`src/hw/rtl/cqs_pkg.sv`:
```
// Shared types and constants for the circular queue with search.
package cqs_pkg;

   localparam int DATA_W = 32;
   localparam int SLOT_W = 9;

   typedef enum logic [1:0] {
      OP_INSERT  = 2'd0,
      OP_DELETE  = 2'd1,
      OP_DISPLAY = 2'd2,
      OP_SEARCH  = 2'd3
   } op_type;

   typedef enum logic [1:0] {
      ST_OK       = 2'd0,
      ST_FULL     = 2'd1,
      ST_EMPTY    = 2'd2,
      ST_NOTFOUND = 2'd3
   } status_type;

   typedef struct packed {
      op_type                    op;
      logic signed [DATA_W-1:0]  value;
   } cmd_type;

   typedef enum logic [1:0] {
      B_IDLE,
      B_FETCH,
      B_FLUSH
   } bstate_type;

endpackage

```
`src/hw/rtl/circular_queue_with_search.sv`:
```
// Insert and empty-queue requests are answered from idle; delete and display read storage
// first; search scans each held entry, then flushes its result (one match is held back to
// mark the last). The back end starts a request only when the last is done. One storage
// read port sets the scan rate, one entry per cycle while the result register is free.
// Reset: synchronous, active high; queue empties, head and tail return to slot 1, storage kept.
// Top level: circular queue of signed values with display and search.
module circular_queue_with_search
   import cqs_pkg::*;
#(
   parameter int DEPTH = 8
) (
   input  logic                     clock,
   input  logic                     reset,
   input  logic                     req_valid,
   output logic                     req_ready,
   input  logic [1:0]               req_kind,
   input  logic signed [DATA_W-1:0] req_value,
   output logic                     rsp_valid,
   input  logic                     rsp_ready,
   output logic [1:0]               rsp_status,
   output logic signed [DATA_W-1:0] rsp_data,
   output logic [SLOT_W-1:0]        rsp_slot,
   output logic                     rsp_last
);

   logic    cmd_valid;
   cmd_type cmd;
   logic    cmd_pop;

   cqs_front u_front (
      .clock     (clock),
      .reset     (reset),
      .req_valid (req_valid),
      .req_ready (req_ready),
      .req_kind  (req_kind),
      .req_value (req_value),
      .cmd_valid (cmd_valid),
      .cmd       (cmd),
      .cmd_pop   (cmd_pop)
   );

   cqs_back #(
      .DEPTH (DEPTH)
   ) u_back (
      .clock      (clock),
      .reset      (reset),
      .cmd_valid  (cmd_valid),
      .cmd        (cmd),
      .cmd_pop    (cmd_pop),
      .rsp_valid  (rsp_valid),
      .rsp_ready  (rsp_ready),
      .rsp_status (rsp_status),
      .rsp_data   (rsp_data),
      .rsp_slot   (rsp_slot),
      .rsp_last   (rsp_last)
   );

endmodule

```
`src/hw/rtl/cqs_ram.sv`:
```
// Generic single-write, single-read RAM with registered read data.
module cqs_ram #(
   parameter int WIDTH = 32,
   parameter int DEPTH = 8
) (
   input  logic                     clock,
   input  logic                     wr_en,
   input  logic [$clog2(DEPTH)-1:0] wr_addr,
   input  logic [WIDTH-1:0]         wr_data,
   input  logic                     rd_en,
   input  logic [$clog2(DEPTH)-1:0] rd_addr,
   output logic [WIDTH-1:0]         rd_data
);

   logic [WIDTH-1:0] mem_ff [DEPTH];
   logic [WIDTH-1:0] rd_data_ff;

   always_ff @(posedge clock) begin
      if (wr_en) begin
         mem_ff[wr_addr] <= wr_data;
      end
      if (rd_en) begin
         rd_data_ff <= mem_ff[rd_addr];
      end
   end

   assign rd_data = rd_data_ff;

endmodule

```
`src/hw/rtl/cqs_front.sv`:
```
// Front end: accept requests, decode the operation and queue them for the back end.
module cqs_front
   import cqs_pkg::*;
(
   input  logic                     clock,
   input  logic                     reset,
   input  logic                     req_valid,
   output logic                     req_ready,
   input  logic [1:0]               req_kind,
   input  logic signed [DATA_W-1:0] req_value,
   output logic                     cmd_valid,
   output cmd_type                  cmd,
   input  logic                     cmd_pop
);

   cmd_type    entry_ff [2];
   logic       wr_ptr_ff, wr_ptr_in;
   logic       rd_ptr_ff, rd_ptr_in;
   logic [1:0] cnt_ff, cnt_in;
   logic       push;
   logic       pop;
   cmd_type    dec;

   assign req_ready = (cnt_ff != 2'd2);
   assign cmd_valid = (cnt_ff != 2'd0);
   assign cmd       = entry_ff[rd_ptr_ff];
   assign push      = req_valid && req_ready;
   assign pop       = cmd_pop && cmd_valid;

   always_comb begin
      dec.op    = op_type'(req_kind);
      dec.value = req_value;
      wr_ptr_in = push ? !wr_ptr_ff : wr_ptr_ff;
      rd_ptr_in = pop ? !rd_ptr_ff : rd_ptr_ff;
      cnt_in    = cnt_ff + 2'(push) - 2'(pop);
   end

   always_ff @(posedge clock) begin
      if (reset) begin
         wr_ptr_ff <= 1'b0;
         rd_ptr_ff <= 1'b0;
         cnt_ff    <= 2'd0;
      end else begin
         wr_ptr_ff <= wr_ptr_in;
         rd_ptr_ff <= rd_ptr_in;
         cnt_ff    <= cnt_in;
      end
      if (push) begin
         entry_ff[wr_ptr_ff] <= dec;
      end
   end

endmodule

```
`src/hw/rtl/cqs_back.sv`:
```
// Back end: run queued operations against the storage and drive the result register.
module cqs_back
   import cqs_pkg::*;
#(
   parameter int DEPTH = 8
) (
   input  logic                     clock,
   input  logic                     reset,
   input  logic                     cmd_valid,
   input  cmd_type                  cmd,
   output logic                     cmd_pop,
   output logic                     rsp_valid,
   input  logic                     rsp_ready,
   output logic [1:0]               rsp_status,
   output logic signed [DATA_W-1:0] rsp_data,
   output logic [SLOT_W-1:0]        rsp_slot,
   output logic                     rsp_last
);

   localparam int AW = $clog2(DEPTH);
   localparam int CW = $clog2(DEPTH + 1);

   bstate_type                state_ff, state_in;
   op_type                    op_ff, op_in;
   logic signed [DATA_W-1:0]  key_ff, key_in;
   logic [AW-1:0]             head_ff, head_in;
   logic [AW-1:0]             tail_ff, tail_in;
   logic [CW-1:0]             count_ff, count_in;
   logic [AW-1:0]             idx_ff, idx_in;
   logic [CW-1:0]             rem_ff, rem_in;
   logic                      found_ff, found_in;
   logic [AW-1:0]             pend_ff, pend_in;

   logic                      rsp_valid_ff, rsp_valid_in;
   logic [1:0]                rsp_status_ff;
   logic signed [DATA_W-1:0]  rsp_data_ff;
   logic [SLOT_W-1:0]         rsp_slot_ff;
   logic                      rsp_last_ff;

   logic                      out_free;
   logic                      out_load;
   status_type                out_status;
   logic signed [DATA_W-1:0]  out_data;
   logic [SLOT_W-1:0]         out_slot;
   logic                      out_last;

   logic                      wr_en;
   logic                      rd_en;
   logic [AW-1:0]             rd_addr;
   logic [DATA_W-1:0]         rd_data;

   function automatic logic [AW-1:0] next_idx(input logic [AW-1:0] i);
      next_idx = (i == AW'(DEPTH - 1)) ? '0 : i + AW'(1);
   endfunction

   cqs_ram #(
      .WIDTH (DATA_W),
      .DEPTH (DEPTH)
   ) u_store (
      .clock   (clock),
      .wr_en   (wr_en),
      .wr_addr (tail_ff),
      .wr_data (cmd.value),
      .rd_en   (rd_en),
      .rd_addr (rd_addr),
      .rd_data (rd_data)
   );

   assign out_free = !rsp_valid_ff || rsp_ready;

   always_comb begin
      state_in   = state_ff;
      op_in      = op_ff;
      key_in     = key_ff;
      head_in    = head_ff;
      tail_in    = tail_ff;
      count_in   = count_ff;
      idx_in     = idx_ff;
      rem_in     = rem_ff;
      found_in   = found_ff;
      pend_in    = pend_ff;
      cmd_pop    = 1'b0;
      wr_en      = 1'b0;
      rd_en      = 1'b0;
      rd_addr    = head_ff;
      out_load   = 1'b0;
      out_status = ST_OK;
      out_data   = '0;
      out_slot   = '0;
      out_last   = 1'b1;

      case (state_ff)
         B_IDLE: begin
            if (cmd_valid && out_free) begin
               cmd_pop  = 1'b1;
               op_in    = cmd.op;
               key_in   = cmd.value;
               idx_in   = head_ff;
               rem_in   = count_ff - CW'(1);
               found_in = 1'b0;
               case (cmd.op)
                  OP_INSERT: begin
                     out_load = 1'b1;
                     if (count_ff == CW'(DEPTH)) begin
                        out_status = ST_FULL;
                     end else begin
                        wr_en    = 1'b1;
                        tail_in  = next_idx(tail_ff);
                        count_in = count_ff + CW'(1);
                     end
                  end
                  OP_DELETE, OP_DISPLAY: begin
                     if (count_ff == '0) begin
                        out_load   = 1'b1;
                        out_status = ST_EMPTY;
                     end else begin
                        rd_en    = 1'b1;
                        state_in = B_FETCH;
                     end
                  end
                  OP_SEARCH: begin
                     if (count_ff == '0) begin
                        out_load   = 1'b1;
                        out_status = ST_NOTFOUND;
                     end else begin
                        rd_en    = 1'b1;
                        state_in = B_FETCH;
                     end
                  end
                  default: begin
                     state_in = B_IDLE;
                  end
               endcase
            end
         end

         B_FETCH: begin
            if (out_free) begin
               case (op_ff)
                  OP_DELETE: begin
                     out_load = 1'b1;
                     out_data = rd_data;
                     count_in = count_ff - CW'(1);
                     // Removing the only entry rewinds both pointers
                     if (count_ff == CW'(1)) begin
                        head_in = '0;
                        tail_in = '0;
                     end else begin
                        head_in = next_idx(head_ff);
                     end
                     state_in = B_IDLE;
                  end
                  OP_DISPLAY: begin
                     out_load = 1'b1;
                     out_data = rd_data;
                     out_slot = SLOT_W'(idx_ff) + SLOT_W'(1);
                     out_last = (rem_ff == '0);
                     if (rem_ff == '0) begin
                        state_in = B_IDLE;
                     end else begin
                        idx_in  = next_idx(idx_ff);
                        rem_in  = rem_ff - CW'(1);
                        rd_en   = 1'b1;
                        rd_addr = next_idx(idx_ff);
                     end
                  end
                  OP_SEARCH: begin
                     // Hold one match back until the next one shows it is not the final one
                     if (rd_data == key_ff) begin
                        if (found_ff) begin
                           out_load = 1'b1;
                           out_slot = SLOT_W'(pend_ff) + SLOT_W'(1);
                           out_last = 1'b0;
                        end
                        found_in = 1'b1;
                        pend_in  = idx_ff;
                     end
                     if (rem_ff == '0) begin
                        state_in = B_FLUSH;
                     end else begin
                        idx_in  = next_idx(idx_ff);
                        rem_in  = rem_ff - CW'(1);
                        rd_en   = 1'b1;
                        rd_addr = next_idx(idx_ff);
                     end
                  end
                  default: begin
                     state_in = B_IDLE;
                  end
               endcase
            end
         end

         B_FLUSH: begin
            if (out_free) begin
               out_load = 1'b1;
               if (found_ff) begin
                  out_slot = SLOT_W'(pend_ff) + SLOT_W'(1);
               end else begin
                  out_status = ST_NOTFOUND;
               end
               state_in = B_IDLE;
            end
         end

         default: begin
            state_in = B_IDLE;
         end
      endcase

      rsp_valid_in = out_load || (rsp_valid_ff && !rsp_ready);
   end

   always_ff @(posedge clock) begin
      if (reset) begin
         state_ff     <= B_IDLE;
         head_ff      <= '0;
         tail_ff      <= '0;
         count_ff     <= '0;
         found_ff     <= 1'b0;
         rsp_valid_ff <= 1'b0;
      end else begin
         state_ff     <= state_in;
         head_ff      <= head_in;
         tail_ff      <= tail_in;
         count_ff     <= count_in;
         found_ff     <= found_in;
         rsp_valid_ff <= rsp_valid_in;
      end
      op_ff   <= op_in;
      key_ff  <= key_in;
      idx_ff  <= idx_in;
      rem_ff  <= rem_in;
      pend_ff <= pend_in;
      if (out_load) begin
         rsp_status_ff <= out_status;
         rsp_data_ff   <= out_data;
         rsp_slot_ff   <= out_slot;
         rsp_last_ff   <= out_last;
      end
   end

   assign rsp_valid  = rsp_valid_ff;
   assign rsp_status = rsp_status_ff;
   assign rsp_data   = rsp_data_ff;
   assign rsp_slot   = rsp_slot_ff;
   assign rsp_last   = rsp_last_ff;

endmodule
```
`config.mk`:
```
export PLATFORM = sky130hd
export DESIGN_NAME = circular_queue_with_search
export DESIGN_NICKNAME = d
export VERILOG_FILES = /design/src/hw/rtl/cqs_pkg.sv /design/src/hw/rtl/circular_queue_with_search.sv /design/src/hw/rtl/cqs_ram.sv /design/src/hw/rtl/cqs_front.sv /design/src/hw/rtl/cqs_back.sv
export SDC_FILE = /design/constraint.sdc
export NUM_CORES = 1
export LEC_CHECK = 0
export ABC_AREA = 1
export BUFFER_PORTS_ARGS = -buffer_cell sky130_fd_sc_hd__buf_4
export CAP_MARGIN = 20
export CORE_MARGIN = 2
export CORE_UTILIZATION = 35
export DETAILED_ROUTE_END_ITERATION = 8
export GPL_ROUTABILITY_DRIVEN = 1
export GPL_TIMING_DRIVEN = 1
export PLACE_DENSITY = 0.48
export SYNTH_ARGS = -nofsm -noshare
export SYNTH_HDL_FRONTEND = slang
export SYNTH_SLANG_ARGS = --single-unit
export TNS_END_PERCENT = 5
```
`constraint.sdc`:
```
create_clock -name clock -period 4.7 [get_ports clock]
set_input_delay 0.235 -clock clock [delete_from_list [all_inputs] [get_ports clock]]
set_output_delay 0.235 -clock clock [all_outputs]
set_load 0.02 [all_outputs]
```
==> impl_metrics.ini <==
[global_routing]
grtUsageMet2 = 0.2540
grt-busiest-layer = met2
grt_overflow_total = 0
grt_pass1_wl_um = 64180
antenna_found_initial = 0
grt_start_max_net_pins = 65
met1_usage = 0.2182
first_global_vias = 10370
grt_use_total = 0.1575
globalRouteMet3Util = 0.02120

[place]
routabilityCongestion = 0.7774
hpwl_um = 24530
port_buffers = 78
placed_cell_area_um2 = 20000

[timing]
maxSlewHeadroom = 0.3461
fin_worst_skew_ns = 0.01965
hold-worst-slack_ns = 0.1885
slew_viol_final = 0
timing.final.hold_violations = 0
finalSetupViolations = 0
max_freq_ghz = 0.2964
period_share = 0.7178
tns_ns = 0
rsz0062_at_grt = no
period_needed_ns = 3.374
worst_slew_pin_slew_ns = 0.9785

[floorplan]
ioPinCount = 84
die_h_um = 234.5
fp-row-count = 84
coreArea_um2 = 52550
initial_core_util = 0.3539
die_area_um2 = 55000
die_w_um = 234.5

[cts]
clkTransAtPathRegs_ns = 0.06
clk_latency_ns = 0.58
cts_tree = built
cts_setup_buffers = 0
cts_made_buffers = 49
post_cts_resized = 0
hold_buffers = 36
htreeDepth = 2
cts.sinks = 458
root_buffer = clkbuf_16
cts_max_path_buffers = 3

[yosys]
syn_area_per_cell_um2 = 13.23
syn_area_um2 = 18600
seq_area_frac_synth = 0.7293
synth_edf_count = 439
synth_flop_cell = edfxtp_1
ys_seq_elements = 458
async_flop_share = 0
yosysWarnings = 0
yosysUniqueCellTypes = 43
syn_inst = 1406

[run_status]
outcome = finished clean

[worst_setup_path]
critPathMaxFanout = 35
crit_chain = inv_1, ha_1, buf_4, inv_4, nor2_8, inv_4, nor2_8, o211ai_1, nand2_4, clkinv_2, buf_4, o21ai_0, o22ai_1, nand2_1, o21ai_1
start_kind = register
path_class = register to register
worstPathRequired_ns = 4.99
cp-end-kind = register
arrival_ns = 3.66
slowest_stage = clkinv_2
cpPeakStageDelay_ns = 0.50

[route]
wirelength_um = 42620
via_per_inst = 4.701
dr_total_vias = 10640
wl_per_cell_um = 18.83
dr.pass1.iters = 4
ant_nets = 0
drcViolationCount = 0
drt_iter0_drc = 709

[pwr]
peakVddDrop_mv = 0.2690
power.density_nw_per_um2 = 617.2
p_leak_uw = 0.007828

[cells_and_area]
area_growth_pct = 17.48
fillers = 4919
layout_commonest_cell = edfxtp_1
layout_common_cells = edfxtp_1, nand2_1, inv_1, nor2_1, o21ai_0
drive_above_1_share = 0.1467
fin_nets = 1599
postLayoutCellArea_um2 = 21850

[flow_run]
drv_cap = 0

[worst_hold_path]
hold_path_class = input pin to register
[metal layers]
| layer | vias to the layer above | wire length, um |
|---|---|---|
| met5 | - | 0 |
| li1 | 5209 | - |
| met4 | 0 | 1026 |
| met1 | 5196 | 20010 |
| met3 | 60 | 1464 |
| met2 | 178 | 20120 |
[cells by family (layout without fill, tap and decap cells)]
kind of cell,after synthesis,count (layout),synth area share
buf+inv,220,385,0.05449
other cells,1,6,0.0002016
fa+ha+maj,24,24,0.01615
xor+xnor,27,27,0.01272
flops,458,458,0.7293
compound gates,290,290,0.08706
mux,33,33,0.01991
simple gates,353,353,0.08019
[where the power goes]
part / leakage, uW / switching [uW] / internal [uW]
logic: 0.00292 / 2650 / 1250
registers: 0.00418 / 312 / 5670
clock network: 0.000729 / 1540 / 2070
[final cells by class]
class	count	area, um^2	share of cell area
tap	688	860.8	0.03940
multi-input combinational	732	4139	0.1894
sequential	458	13560	0.6208
timing repair buffer	140	1204	0.05509
clock inverter	27	181.4	0.008304
inverter	156	591.8	0.02709
clock buffer	62	1305	0.05973
antenna	1	2.502	0.0001145
[synthesized netlist by cell type, types with 3 or more instances]
master,n,area (um^2)
xnor2_1,24,210.2
buf_2,16,80.08
ha_1,24,300.3
inv_1,132,495.5
buf_6,13,146.4
o211ai_1,35,262.8
dfxtp_1,19,380.4
inv_2,4,15.01
nor2_1,142,533.0
nand3_1,9,45.04
buf_4,17,127.6
edfxtp_1,439,13180
clkbuf_1,16,60.06
o21a_1,3,22.52
o21ai_0,120,600.6
or2_0,30,187.7
a211oi_1,5,37.54
mux2_2,32,360.4
clkinv_1,18,67.56
xor2_1,3,26.28
a21oi_1,24,120.1
o22ai_1,35,219.0
nand2_1,155,581.8
nand4_1,5,31.28
o21ai_1,63,315.3
or2_2,3,18.77
[registers in the layout, summed over array words and instances (netlist names), 3 cells and up, named ones only]
register and flops:
u_back.u_store.mem_ff 256, u_front.entry_ff 68, u_back.key_ff 32, u_back.rsp_data 32, u_back.u_store.rd_data 32, u_back.count_ff 4
u_back.rem_ff 4, u_back.rsp_slot 4, u_back.head_ff 3, u_back.idx_ff 3, u_back.pend_ff 3, u_back.tail_ff 3
[critical path, delay by kind of cell, from the launching register on]
| kind | cells | cell delay (ns) |
|---|---|---|
| AOI/OAI and AO/OA | 4 | 0.52 |
| DFF | 1 | 0.33 |
| and+or+nand+nor | 4 | 0.65 |
| buffers and inverters | 6 | 1.41 |
| adders and majority gates | 1 | 0.15 |
[through the flow]
| stage | std cells | setup slack [ns] | util | total power, uW |
|---|---|---|---|---|
| 2_1_floorplan | 1410 | 1.293 | - | 8614 |
| 6_report | 2264 | 1.326 | 0.4158 | 13490 |
| 4_1_cts | 2263 | 1.308 | 0.4157 | 13720 |
| 3_5_place_dp | 2138 | 1.324 | 0.3806 | 10040 |
| 5_1_grt | 2263 | 0.9966 | 0.4157 | 14300 |
| 3_3_place_gp | 2138 | 1.384 | 0.3806 | 9997 |
[path summary, 6_finish.rpt]
kind | startpoint | endpoint | slack [ns] | cells after the start
worst max-delay path | u_back.state_ff[1] | u_back.u_store.rd_data[14] | 1.33 | 15
worst max register to register | u_back.state_ff[1] | u_back.u_store.rd_data[14] | 1.33 | 15
worst min-delay path | req_valid | u_front.wr_ptr_ff | 0.19 | 5
worst min register to register | u_front.cnt_ff[1] | u_front.cnt_ff[1] | 0.50 | 1
Power figures use the tool's default switching activity.
